===== src/hw/rtl/addressable_led_strip_encoder_core_assert.svh =====
// assertion macros used by the led strip encoder core rtl
`ifndef ADDRESSABLE_LED_STRIP_ENCODER_CORE_ASSERT_SVH
`define ADDRESSABLE_LED_STRIP_ENCODER_CORE_ASSERT_SVH

// same-cycle implication, checked outside reset
`define ALESC_ASSERT_NOW(label, clk, rstn, ante, cons) \
    label: assert property (@(posedge clk) disable iff (!rstn) (ante) |-> (cons)) \
        else $error("alesc check failed");

// next-cycle implication, checked outside reset
`define ALESC_ASSERT_NEXT(label, clk, rstn, ante, cons) \
    label: assert property (@(posedge clk) disable iff (!rstn) (ante) |=> (cons)) \
        else $error("alesc check failed");

`endif


===== src/hw/rtl/alesc_pkg.sv =====
// shared types, constants and helpers for the led strip encoder
`timescale 1ns / 1ps

package alesc_pkg;

    localparam int PIXEL_BITS    = 24;
    localparam int BIT_CNT_W     = 5;
    localparam int TICK_W        = 8;
    localparam int SEL_W         = 3;
    localparam int STORE_MAX     = 1 << SEL_W;
    localparam int LED_COUNT_DEF = 8;
    localparam int APB_ADDR_W    = 4;
    localparam int APB_DATA_W    = 32;

    // item function codes
    localparam logic [1:0] FUNC_WRITE = 2'd0;
    localparam logic [1:0] FUNC_START = 2'd1;
    localparam logic [1:0] FUNC_TICK  = 2'd2;

    // register indexes
    localparam logic [1:0] REG_ZERO_HIGH = 2'd0;
    localparam logic [1:0] REG_ONE_HIGH  = 2'd1;
    localparam logic [1:0] REG_LOW_GAP   = 2'd2;

    localparam logic [TICK_W-1:0] ZERO_HIGH_RST = 8'd8;
    localparam logic [TICK_W-1:0] ONE_HIGH_RST  = 8'd40;
    localparam logic [TICK_W-1:0] LOW_GAP_RST   = 8'd8;

    typedef struct packed {
        logic [1:0]       func;
        logic [SEL_W-1:0] led_select;
        logic [7:0]       red;
        logic [7:0]       green;
        logic [7:0]       blue;
    } item_t;

    typedef struct packed {
        logic pin_level;
        logic busy_res;
        logic frame_done;
    } result_t;

    typedef struct packed {
        logic [TICK_W-1:0] zero_high_ticks;
        logic [TICK_W-1:0] one_high_ticks;
        logic [TICK_W-1:0] low_gap_ticks;
    } timing_cfg_t;

    // a zero length counts as one tick
    function automatic logic [TICK_W-1:0] at_least_one(input logic [TICK_W-1:0] v);
        return (v == '0) ? TICK_W'(1) : v;
    endfunction

endpackage


===== src/hw/rtl/addressable_led_strip_encoder_core.sv =====
// top level of the one-wire led strip encoder
`timescale 1ns / 1ps

// items pass the input register, then the result register; one item per cycle while
// results are taken, set by the single pass from input to result register
// each tick item advances the pin waveform by one time unit
// reset (aresetn low, synchronous): idle, pin low, colour store cleared,
// timing registers back to 8 / 40 / 8 ticks

module addressable_led_strip_encoder_core import alesc_pkg::*; #(
    parameter int LED_COUNT = LED_COUNT_DEF
) (
    input  logic                  aclk,
    input  logic                  aresetn,
    // item input channel
    input  logic                  s_valid,
    output logic                  s_ready,
    input  item_t                 s_data,
    // result channel
    output logic                  m_valid,
    input  logic                  m_ready,
    output result_t               m_data,
    // register port
    input  logic                  psel,
    input  logic                  penable,
    input  logic                  pwrite,
    input  logic [APB_ADDR_W-1:0] paddr,
    input  logic [APB_DATA_W-1:0] pwdata,
    output logic [APB_DATA_W-1:0] prdata,
    output logic                  pready
);

    `include "addressable_led_strip_encoder_core_assert.svh"

    localparam int LED_IDX_W = (LED_COUNT > 1) ? $clog2(LED_COUNT) : 1;
    localparam logic [LED_IDX_W-1:0] LAST_LED = LED_IDX_W'(LED_COUNT - 1);

    // timing registers
    timing_cfg_t cfg;

    alesc_cfg_regs u_cfg (
        .aclk    (aclk),
        .aresetn (aresetn),
        .psel    (psel),
        .penable (penable),
        .pwrite  (pwrite),
        .paddr   (paddr),
        .pwdata  (pwdata),
        .prdata  (prdata),
        .pready  (pready),
        .cfg     (cfg)
    );

    // input register and result register with a shared stall
    item_t   item_reg;
    logic    in_valid_reg;
    result_t out_reg;
    result_t out_next;
    logic    out_valid_reg;
    logic    advance;

    // the item in the input register moves on when the result slot is free or draining
    assign advance = in_valid_reg && (!out_valid_reg || m_ready);
    assign s_ready = !in_valid_reg || advance;
    assign m_valid = out_valid_reg;
    assign m_data  = out_reg;

    always_ff @(posedge aclk) begin
        if (!aresetn) begin
            in_valid_reg <= 1'b0;
        end else if (s_ready) begin
            in_valid_reg <= s_valid;
        end
    end

    always_ff @(posedge aclk) begin
        if (s_valid && s_ready) begin
            item_reg <= s_data;
        end
    end

    // frame state
    logic [PIXEL_BITS-1:0]  shift_word_reg,    shift_word_next;
    logic [BIT_CNT_W-1:0]   bit_count_reg,     bit_count_next;
    logic [LED_IDX_W-1:0]   led_count_reg,     led_count_next;
    logic [TICK_W-1:0]      phase_ticks_reg,   phase_ticks_next;
    logic                   in_high_phase_reg, in_high_phase_next;
    logic                   sending_reg,       sending_next;

    logic [LED_IDX_W-1:0]   next_led;
    logic [LED_IDX_W-1:0]   rd_idx;
    logic [PIXEL_BITS-1:0]  load_colour;
    logic [TICK_W-1:0]      phase_dec;
    logic                   store_wr;
    logic                   done;

    assign next_led = led_count_reg + LED_IDX_W'(1);
    // a start loads the first led, a tick may load the following one
    assign rd_idx   = (item_reg.func == FUNC_START) ? '0 : next_led;
    // writes only land while no frame is going out
    assign store_wr = advance && (item_reg.func == FUNC_WRITE) && !sending_reg;

    alesc_colour_store #(
        .LED_COUNT (LED_COUNT),
        .LED_IDX_W (LED_IDX_W)
    ) u_store (
        .aclk      (aclk),
        .aresetn   (aresetn),
        .wr_en     (store_wr),
        .wr_sel    (item_reg.led_select),
        .wr_colour ({item_reg.red, item_reg.green, item_reg.blue}),
        .rd_idx    (rd_idx),
        .rd_colour (load_colour)
    );

    // phase counter with a floor at zero
    assign phase_dec = (phase_ticks_reg != '0) ? phase_ticks_reg - TICK_W'(1) : '0;

    always_comb begin
        shift_word_next    = shift_word_reg;
        bit_count_next     = bit_count_reg;
        led_count_next     = led_count_reg;
        phase_ticks_next   = phase_ticks_reg;
        in_high_phase_next = in_high_phase_reg;
        sending_next       = sending_reg;
        done               = 1'b0;

        unique case (item_reg.func)
            FUNC_START: begin
                // start: load led 0 and raise the pin for its msb
                if (!sending_reg) begin
                    sending_next       = 1'b1;
                    led_count_next     = '0;
                    shift_word_next    = load_colour;
                    bit_count_next     = BIT_CNT_W'(PIXEL_BITS - 1);
                    in_high_phase_next = 1'b1;
                    phase_ticks_next   = load_colour[PIXEL_BITS-1] ?
                                         at_least_one(cfg.one_high_ticks) :
                                         at_least_one(cfg.zero_high_ticks);
                end
            end
            FUNC_TICK: begin
                if (sending_reg) begin
                    if (phase_dec != '0) begin
                        phase_ticks_next = phase_dec;
                    end else if (in_high_phase_reg) begin
                        // high pulse over, go into the low gap
                        in_high_phase_next = 1'b0;
                        phase_ticks_next   = at_least_one(cfg.low_gap_ticks);
                    end else if (bit_count_reg != '0) begin
                        // gap over, next bit of the same led
                        bit_count_next     = bit_count_reg - BIT_CNT_W'(1);
                        shift_word_next    = {shift_word_reg[PIXEL_BITS-2:0], 1'b0};
                        in_high_phase_next = 1'b1;
                        phase_ticks_next   = shift_word_reg[PIXEL_BITS-2] ?
                                             at_least_one(cfg.one_high_ticks) :
                                             at_least_one(cfg.zero_high_ticks);
                    end else if (led_count_reg != LAST_LED) begin
                        // gap over, first bit of the next led
                        led_count_next     = next_led;
                        shift_word_next    = load_colour;
                        bit_count_next     = BIT_CNT_W'(PIXEL_BITS - 1);
                        in_high_phase_next = 1'b1;
                        phase_ticks_next   = load_colour[PIXEL_BITS-1] ?
                                             at_least_one(cfg.one_high_ticks) :
                                             at_least_one(cfg.zero_high_ticks);
                    end else begin
                        // last gap of the last led ends the frame
                        sending_next       = 1'b0;
                        in_high_phase_next = 1'b0;
                        phase_ticks_next   = '0;
                        done               = 1'b1;
                    end
                end
            end
            default: ; // writes only touch the store, unused code does nothing
        endcase

        out_next.pin_level  = sending_next && in_high_phase_next;
        out_next.busy_res   = sending_next;
        out_next.frame_done = done;
    end

    always_ff @(posedge aclk) begin
        if (!aresetn) begin
            shift_word_reg    <= '0;
            bit_count_reg     <= '0;
            led_count_reg     <= '0;
            phase_ticks_reg   <= '0;
            in_high_phase_reg <= 1'b0;
            sending_reg       <= 1'b0;
        end else if (advance) begin
            shift_word_reg    <= shift_word_next;
            bit_count_reg     <= bit_count_next;
            led_count_reg     <= led_count_next;
            phase_ticks_reg   <= phase_ticks_next;
            in_high_phase_reg <= in_high_phase_next;
            sending_reg       <= sending_next;
        end
    end

    // result register: holds until taken
    always_ff @(posedge aclk) begin
        if (!aresetn) begin
            out_valid_reg <= 1'b0;
        end else if (advance) begin
            out_valid_reg <= 1'b1;
        end else if (m_ready) begin
            out_valid_reg <= 1'b0;
        end
    end

    always_ff @(posedge aclk) begin
        if (advance) begin
            out_reg <= out_next;
        end
    end

    // checks
    `ALESC_ASSERT_NOW(a_done_ends_frame, aclk, aresetn,
        out_valid_reg && out_reg.frame_done, !out_reg.busy_res && !out_reg.pin_level)
    `ALESC_ASSERT_NOW(a_pin_needs_busy, aclk, aresetn,
        out_valid_reg && out_reg.pin_level, out_reg.busy_res)
    `ALESC_ASSERT_NOW(a_phase_live, aclk, aresetn,
        sending_reg, phase_ticks_reg != '0)
    `ALESC_ASSERT_NEXT(a_idle_write_frozen, aclk, aresetn,
        !sending_reg && advance && (item_reg.func != FUNC_START), !sending_reg)

endmodule


===== src/hw/rtl/alesc_cfg_regs.sv =====
// apb register block for the pulse timing registers
`timescale 1ns / 1ps

module alesc_cfg_regs import alesc_pkg::*; (
    input  logic                  aclk,
    input  logic                  aresetn,
    input  logic                  psel,
    input  logic                  penable,
    input  logic                  pwrite,
    input  logic [APB_ADDR_W-1:0] paddr,
    input  logic [APB_DATA_W-1:0] pwdata,
    output logic [APB_DATA_W-1:0] prdata,
    output logic                  pready,
    output timing_cfg_t           cfg
);

    timing_cfg_t cfg_reg;
    logic [1:0]  reg_idx;
    logic        wr_en;

    assign pready  = 1'b1;
    assign reg_idx = paddr[3:2];
    assign wr_en   = psel && penable && pwrite;
    assign cfg     = cfg_reg;

    always_ff @(posedge aclk) begin
        if (!aresetn) begin
            cfg_reg.zero_high_ticks <= ZERO_HIGH_RST;
            cfg_reg.one_high_ticks  <= ONE_HIGH_RST;
            cfg_reg.low_gap_ticks   <= LOW_GAP_RST;
        end else if (wr_en) begin
            unique case (reg_idx)
                REG_ZERO_HIGH: cfg_reg.zero_high_ticks <= pwdata[TICK_W-1:0];
                REG_ONE_HIGH:  cfg_reg.one_high_ticks  <= pwdata[TICK_W-1:0];
                REG_LOW_GAP:   cfg_reg.low_gap_ticks   <= pwdata[TICK_W-1:0];
                default: ;
            endcase
        end
    end

    always_comb begin
        unique case (reg_idx)
            REG_ZERO_HIGH: prdata = APB_DATA_W'(cfg_reg.zero_high_ticks);
            REG_ONE_HIGH:  prdata = APB_DATA_W'(cfg_reg.one_high_ticks);
            REG_LOW_GAP:   prdata = APB_DATA_W'(cfg_reg.low_gap_ticks);
            default:       prdata = '0;
        endcase
    end

endmodule


===== src/hw/rtl/alesc_colour_store.sv =====
// per-led colour store, cleared at reset
`timescale 1ns / 1ps

module alesc_colour_store import alesc_pkg::*; #(
    parameter int LED_COUNT = LED_COUNT_DEF,
    parameter int LED_IDX_W = 3
) (
    input  logic                  aclk,
    input  logic                  aresetn,
    input  logic                  wr_en,
    input  logic [SEL_W-1:0]      wr_sel,
    input  logic [PIXEL_BITS-1:0] wr_colour,
    input  logic [LED_IDX_W-1:0]  rd_idx,
    output logic [PIXEL_BITS-1:0] rd_colour
);

    // only the first STORE_DEPTH leds (at most eight) can ever be written, the rest read as black
    localparam int STORE_DEPTH = (LED_COUNT < STORE_MAX) ? LED_COUNT : STORE_MAX;
    localparam int STORE_W     = (STORE_DEPTH > 1) ? $clog2(STORE_DEPTH) : 1;

    logic [PIXEL_BITS-1:0] store_reg [STORE_DEPTH];

    always_ff @(posedge aclk) begin
        if (!aresetn) begin
            for (int i = 0; i < STORE_DEPTH; i++) begin
                store_reg[i] <= '0;
            end
        end else if (wr_en && (int'(wr_sel) < STORE_DEPTH)) begin
            store_reg[wr_sel[STORE_W-1:0]] <= wr_colour;
        end
    end

    assign rd_colour = (int'(rd_idx) < STORE_DEPTH) ? store_reg[rd_idx[STORE_W-1:0]] : '0;

endmodule


===== config.mk =====
export PLATFORM = sky130hd
export DESIGN_NAME = addressable_led_strip_encoder_core
export DESIGN_NICKNAME = d
export VERILOG_FILES = /design/src/hw/rtl/alesc_pkg.sv /design/src/hw/rtl/addressable_led_strip_encoder_core.sv /design/src/hw/rtl/alesc_cfg_regs.sv /design/src/hw/rtl/alesc_colour_store.sv
export VERILOG_INCLUDE_DIRS = /design/src /design/src/hw/rtl
export SDC_FILE = /design/constraint.sdc
export NUM_CORES = 1
export LEC_CHECK = 0
export CAP_MARGIN = 20
export CORE_MARGIN = 2
export CORE_UTILIZATION = 50
export CTS_CLUSTER_DIAMETER = 200
export DETAILED_ROUTE_END_ITERATION = 8
export DONT_BUFFER_PORTS = 1
export GPL_ROUTABILITY_DRIVEN = 0
export PLACE_DENSITY = 0.7
export SETUP_SLACK_MARGIN = 0.5
export SLEW_MARGIN = 10
export SYNTH_ARGS = -nofsm -noshare
export SYNTH_HDL_FRONTEND = slang
export SYNTH_HIERARCHICAL = 1
export SYNTH_SLANG_ARGS = --single-unit

===== constraint.sdc =====
create_clock -name aclk -period 4.2 [get_ports aclk]
set_input_delay 0.42 -clock aclk [delete_from_list [all_inputs] [get_ports aclk]]
set_output_delay 0.42 -clock aclk [all_outputs]
set_load 0.01 [all_outputs]

=== After elaboration in Yosys (flattened, before gate mapping) ===
Memory sizes are Yosys's and may differ from the RTL's.
Cells that the tools add are included.

* Register bits: 99
* Word-level logic and storage cells: 124
* Memories kept: 1
* RAM bits: 192
* Output and inout port bits: 38

* Add/sub/neg operators: 3
* Reductions and logical operators: 30
* Bitwise operators: 2
* Mux-type cells: 57
* Equality and inequality tests: 12

{| class="wikitable"
|+ Memories
! name !! words !! bits a word !! read ports !! clocked after Yosys merged registers in !! wr ports !! line !! RTL
|-
| u_store.store_reg || 8 || 24 || 1 || 0 || 8 || alesc_colour_store.sv:21 || <nowiki>logic [PIXEL_BITS-1:0] store_reg [STORE_DEPTH];</nowiki>
|}

{| class="wikitable"
|+ Operators by type and width
! cell !! number
|-
| 23-bit 2-to-1 mux || 6
|-
| 8-bit 2-to-1 mux || 12
|-
| 23-bit case mux with 2 select lines || 1
|-
| 5-bit 2-to-1 mux || 6
|-
| 8-bit zero test || 3
|-
| 24-bit 2-to-1 mux || 1
|-
| 3-bit 2-to-1 mux || 8
|-
| 8-bit case mux with 3 select lines || 1
|-
| 24-bit OR reduction || 1
|-
| 1-bit 2-to-1 mux || 17
|-
| 8-bit case mux with 2 select lines || 1
|-
| 8-bit nonzero test || 2
|-
| 2-bit != test, second input constant || 6
|-
| 5-bit case mux with 2 select lines || 1
|-
| 8-bit AND reduction || 1
|-
| 8-bit by 1-bit subtractor with 8-bit output, second input constant || 1
|-
| 1-bit logical AND || 7
|-
| 7-bit AND reduction || 1
|-
| 3-bit != test, second input constant || 2
|-
| 3-bit case mux with 2 select lines || 1
|-
| 2-bit AND reduction || 3
|-
| 5-bit nonzero test || 1
|-
| 5-bit OR reduction || 1
|-
| 5-bit by 1-bit subtractor with 5-bit output, second input constant || 1
|-
| 10 further kinds || 19
|}

=== Logic depth before layout (Yosys ltp) ===
* Depth after elaboration: 10
* Gate-level depth with buffers: 13
* Gate-level depth less buffers: 11

=== By module ===
Netlist, hierarchy kept.

{| class="wikitable"
|+ By module, submodules not included
! module !! cells each !! times used !! area each (um2) !! seq. area each (um2)
|-
| alesc_colour_store || 553 || 1 || 8557.0 || 5765.5
|-
| addressable_led_strip_encoder_core || 374 || 1 || 3737.3 || 1821.7
|-
| alesc_cfg_regs || 146 || 1 || 1313.8 || 480.5
|}

=== Least setup slack after synthesis ===
No wires, ideal clock.

* Path kind: register to register
* Start point: reg out_valid_reg (netlist: m_valid)
* End point: mem u_store.store_reg[1][0] (enable)
* Cell stages (with the launch flop): 8
* Arrival: 3.252 ns
* Clock period less this slack: 3.690 ns
* Setup time: 0.438 ns
* Path slack: 0.510 ns
* Cell sequence: dfxtp_1 -> nor2b_1 -> nor2_1 -> and3_1 -> nand3_1 -> clkbuf_1 -> clkbuf_1 -> o21ai_0

{| class="wikitable"
|+ RTL lines
! item !! line !! RTL
|-
| from (decl) || addressable_led_strip_encoder_core.sv:59 || <nowiki>logic out_valid_reg;</nowiki>
|-
| from (signal assigned) || addressable_led_strip_encoder_core.sv:205 || <nowiki>out_valid_reg <= 1'b0;</nowiki>
|-
| from (signal assigned) || addressable_led_strip_encoder_core.sv:207 || <nowiki>out_valid_reg <= 1'b1;</nowiki>
|-
| from (signal assigned) || addressable_led_strip_encoder_core.sv:209 || <nowiki>out_valid_reg <= 1'b0;</nowiki>
|-
| to (decl) || alesc_colour_store.sv:21 ||
|}

=== Worst setup path after layout ===
* Start point: reg item_reg[27] (netlist name)
* End point: reg phase_ticks_reg[1]

* Cells in the longest elaborated chain, start to end: 10

{| class="wikitable"
|+ RTL lines
! item !! line !! RTL
|-
| from (decl) || addressable_led_strip_encoder_core.sv:55 || <nowiki>item_t item_reg;</nowiki>
|-
| from (signal assigned) || addressable_led_strip_encoder_core.sv:78 || <nowiki>item_reg <= s_data;</nowiki>
|-
| 2-bit by 1-bit == test with 1-bit output * || addressable_led_strip_encoder_core.sv:99 || <nowiki>assign rd_idx = (item_reg.func == FUNC_START) ? '0 : next_led;</nowiki>
|-
| 3-bit 2-to-1 mux * || addressable_led_strip_encoder_core.sv:99 ||
|-
| named net rd_idx[0] || addressable_led_strip_encoder_core.sv:91 || <nowiki>logic [LED_IDX_W-1:0] rd_idx;</nowiki>
|-
| memory read 8 x 24 bit * || -- ||
|-
| named net load_colour[23] || addressable_led_strip_encoder_core.sv:92 || <nowiki>logic [PIXEL_BITS-1:0] load_colour;</nowiki>
|-
| 8-bit 2-to-1 mux * || addressable_led_strip_encoder_core.sv:137, addressable_led_strip_encoder_core.sv:164 ||
|-
| 8-bit 2-to-1 mux || addressable_led_strip_encoder_core.sv:158 || <nowiki>end else if (led_count_reg != LAST_LED) begin</nowiki>
|-
| 8-bit 2-to-1 mux || addressable_led_strip_encoder_core.sv:150 || <nowiki>end else if (bit_count_reg != '0) begin</nowiki>
|-
| 8-bit 2-to-1 mux || addressable_led_strip_encoder_core.sv:146 || <nowiki>end else if (in_high_phase_reg) begin</nowiki>
|-
| 8-bit 2-to-1 mux || addressable_led_strip_encoder_core.sv:144 || <nowiki>if (phase_dec != '0) begin</nowiki>
|-
| 8-bit 2-to-1 mux || addressable_led_strip_encoder_core.sv:143 || <nowiki>if (sending_reg) begin</nowiki>
|-
| 8-bit case mux with 2 select lines * || addressable_led_strip_encoder_core.sv:128 || <nowiki>unique case (item_reg.func)</nowiki>
|-
| to (signal assigned) || addressable_led_strip_encoder_core.sv:196 || <nowiki>phase_ticks_reg <= phase_ticks_next;</nowiki>
|-
| to (decl) || addressable_led_strip_encoder_core.sv:86 || <nowiki>logic [TICK_W-1:0] phase_ticks_reg, phase_ticks_next;</nowiki>
|}

The timed path passes the listed nets; every way through them passes the cells marked *. The select of a mux whose other input is x is not followed.
A chain may end at the register's enable or synchronous reset.

==> results.txt <==
The run finished with clean final reports. The critical path goes through ha_1, nor2_4, mux4_2, mux2_2, nor2_1, nand2_1, a21oi_2, a222oi_1, o21a_1, a2111oi_0. In this run the mean area of a mapped cell was 12.7 um2. The run gives 291 as the number of clock sinks. For this design the static power due to leakage is 5.25 nW. Once detailed placement completed, the half-perimeter wirelength came to 17.0 mm. In this run the biggest area consumer among cell types represents 49.4% of the synthesized area. At the placement stage, the worst setup path has a slack of 0.844 ns.

The first global-routing pass estimated 47.9 mm of wire. The worst hold path passes through 2 cells. Largest incremental delay on the critical path: 0.52 ns.

After global routing, the most crowded layer is met2. Once the clock tree was built, the setup fixing pass inserted 0 buffers. Entering global routing, the biggest net connects 73 pins. The length of the first detailed-routing pass in iterations is 7, and the maximum fanout encountered on the critical timing path is 17.

The final worst clock skew is 0.0175 ns. The worst path setup slack after routing is 0.953 ns, and the area growth from synthesis to layout is 11.6%. In this run the power density over the cells is 429 mW/mm2. Path type of the worst min-delay path: primary input to register. For the final layout net count, the log shows 1,156.

STA classifies the critical path endpoint as a register. The floorplan step defined a die boundary enclosing 0.0286 mm2. In the layout the commonest cells are 224 x sky130_fd_sc_hd__edfxtp_1, 204 x sky130_fd_sc_hd__nor3_1, 67 x sky130_fd_sc_hd__dfxtp_1. In this design, the largest share of critical-path delay is due to compound AO/OA/AOI/OAI gates. The worst setup path is launched from a register. The worst path needs 3.25 ns of the cycle, external delays included. The number of cells on the worst reg-to-reg path is 10. The share of final-layout standard cells stronger than drive strength 1 is 16.7%. For this run, design rule violations remaining after detail routing come to 0. TritonCTS built the clock tree. Category of the critical setup timing path: register to register. The tools report the residual overflow from global routing as 0.

The tools report the sequential element share of the synthesized area as 59.3%. The biggest area contributor in the post-synthesis netlist is sky130_fd_sc_hd__edfxtp_1. The most used flip-flop cell after synthesis is sky130_fd_sc_hd__edfxtp_1. After clock tree synthesis, the clock-pin slew on the worst setup and hold paths is 0.07 ns. Setup repair after global routing left no endpoint under its margin.

The detailed-route vias per instance is 6.03, and the routing usage on met3 is 3.11%. Data on the critical path is required at its endpoint by 4.65 ns. The post-synthesis async set-or-reset flop share is 0%, and the count of boundary I/O pins is 110. The die boundary height is 169 um.

The final period utilization was 77.3%; the antenna cell count was 0. The number of buffer and inverter instances along the worst setup path was 0. The logs give 0 for the max-slew violation total from the final report and 0.95 ns for the setup slack of the worst register-to-register path. Dividing the detail-routed wire length by the instance count gives 21.0 um.

The tools report the number of rows created at floorplan as 60. Across the VDD grid, the largest voltage drop is 426 uV. On the final layout, the worst hold slack is 0.0236 ns. Synthesis handed over a netlist of 1,073 instances. During synthesis, Yosys emitted a total of 6 warnings.

The later pin in the worst-skew pair is clocked with a latency of 0.57 ns. The count of flip-flops with a built-in enable after synthesis is 224. Detailed routing inserted a total of 8,698 vias. The run gives 0 as the remaining antenna violation count. The tools report the maximum clock frequency as 0.308 GHz. The number of buffers on the longest clock path was 3.

The met1 track utilization from global routing came out at 29.9%. The number of failing hold endpoints at the final stage was 0. The mapped netlist covers 0.0136 mm2. The clock buffer count from CTS is 31, and the data arrival time of the worst path is 3.70 ns. The slew of the pin with the lowest slew margin is 0.863 ns. The max capacitance violation total is 0.

Port buffering added 0 buffers. The final layout contains routed wiring with a total length of 30.3 mm. For met2 alone, demand over resource in global routing was 35.2%. The register bit count reported by yosys is 291, and the end-of-flow core utilization is 56.7%.

The number of DRC violations after detailed-routing iteration 0 was 979. The number of levels the H-tree was split into is 1, and the flip-flop count of the largest register after layout is 192. Yosys mapped the design onto 62 distinct sky130hd cell types. The initial cell density of the core was 50.8%; the width of the chip was 169 um. The worst-case headroom to the max-slew limit was 42.5%. CTS placed an instance of sky130_fd_sc_hd__clkbuf_16 at the clock tree root.

In the post-synthesis netlist, the biggest area contributors are sky130_fd_sc_hd__edfxtp_1 49%, sky130_fd_sc_hd__dfxtp_1 9.9%, sky130_fd_sc_hd__mux4_2 7.9%, sky130_fd_sc_hd__nor3_1 7.5%, sky130_fd_sc_hd__mux2i_1 4.0%. The largest individual stage delay along the critical path comes from the cell sky130_fd_sc_hd__mux4_2. After routing, the total negative slack on setup checks comes to 0 ns. For this run, the total global-route usage over all layers was measured as 21.3%. Setup violations remaining at the end of the flow were counted as 0. The initial antenna violation count came out at 0. In this run the standard cell core region covers 0.0268 mm2. Leaving out fill and tap cells, the most frequent cell in the layout is sky130_fd_sc_hd__edfxtp_1. The via count of the first global-routing pass is 8,537, and the number of logic stages on the critical path including buffering is 10.
-- kinds of logic after synthesis --
kind of cell | Yosys count | synth area share [%]
DFF | 291 | 59.3
muxes | 127 | 14.3
adders and majority gates | 7 | 0.644
AOI/OAI and AO/OA | 112 | 5.86
buffers and inverters | 155 | 5.65
other | 2 | 0.0552
and+or+nand+nor | 379 | 14.2
-- cell usage after synthesis, types with 13 or more instances --
cell	count
sky130_fd_sc_hd__edfxtp_1	224
sky130_fd_sc_hd__nor3_1	204
sky130_fd_sc_hd__clkbuf_1	71
sky130_fd_sc_hd__dfxtp_1	67
sky130_fd_sc_hd__nand2_1	56
sky130_fd_sc_hd__mux2i_1	55
sky130_fd_sc_hd__mux4_2	48
sky130_fd_sc_hd__nor2_1	37
sky130_fd_sc_hd__o21ai_0	30
sky130_fd_sc_hd__buf_4	28
sky130_fd_sc_hd__a211oi_1	26
sky130_fd_sc_hd__clkinv_1	24
sky130_fd_sc_hd__nor2b_1	20
sky130_fd_sc_hd__a21oi_1	17
sky130_fd_sc_hd__inv_1	13
sky130_fd_sc_hd__nor4_1	13
-- metrics by stage --
step | instances | cell area, um2 | power [mW]
floorplan | 1096 | 13700 | 3.70
finish | 1442 | 15200 | 6.51
detailed placement | 1353 | 13800 | 3.81
CTS | 1442 | 15200 | 6.56
global placement | 1353 | 13800 | 3.80
global route | 1442 | 15200 | 6.73
-- layer usage --
layer	vias to the layer above	routed length, um
met5	-	0
met3	52	1970
met1	4268	13100
li1	4064	-
met4	0	661
met2	314	14600
-- power by group --
group	switching, mW	internal [mW]
combinational	0.325	0.198
sequential	0.0520	3.20
clock	1.12	1.62
-- repair_timing --
action                                  4_1_cts  5_1_grt
gates resized for setup                       0        1
hold buffers                                 32        0
endpoints found under the setup margin        0        3
hold endpoints to repair                     49        0
-- final cells by class --
cell class	count	area, um2
tap	341	427
timing repair buffer	65	581
sequential	291	8070
multi-input combinational	650	4950
fill	2172	11600
clock inverter	21	223
clock buffer	36	805
inverter	38	143
-- worst paths after layout --
check,from,endpoint
max reg2reg,item_reg[27],phase_ticks_reg[1]
min,aresetn,u_cfg/cfg[14]
max,item_reg[27],phase_ticks_reg[1]
min reg2reg,led_count_reg[1],led_count_reg[1]
No activity file was read; power rests on OpenSTA's default activity.
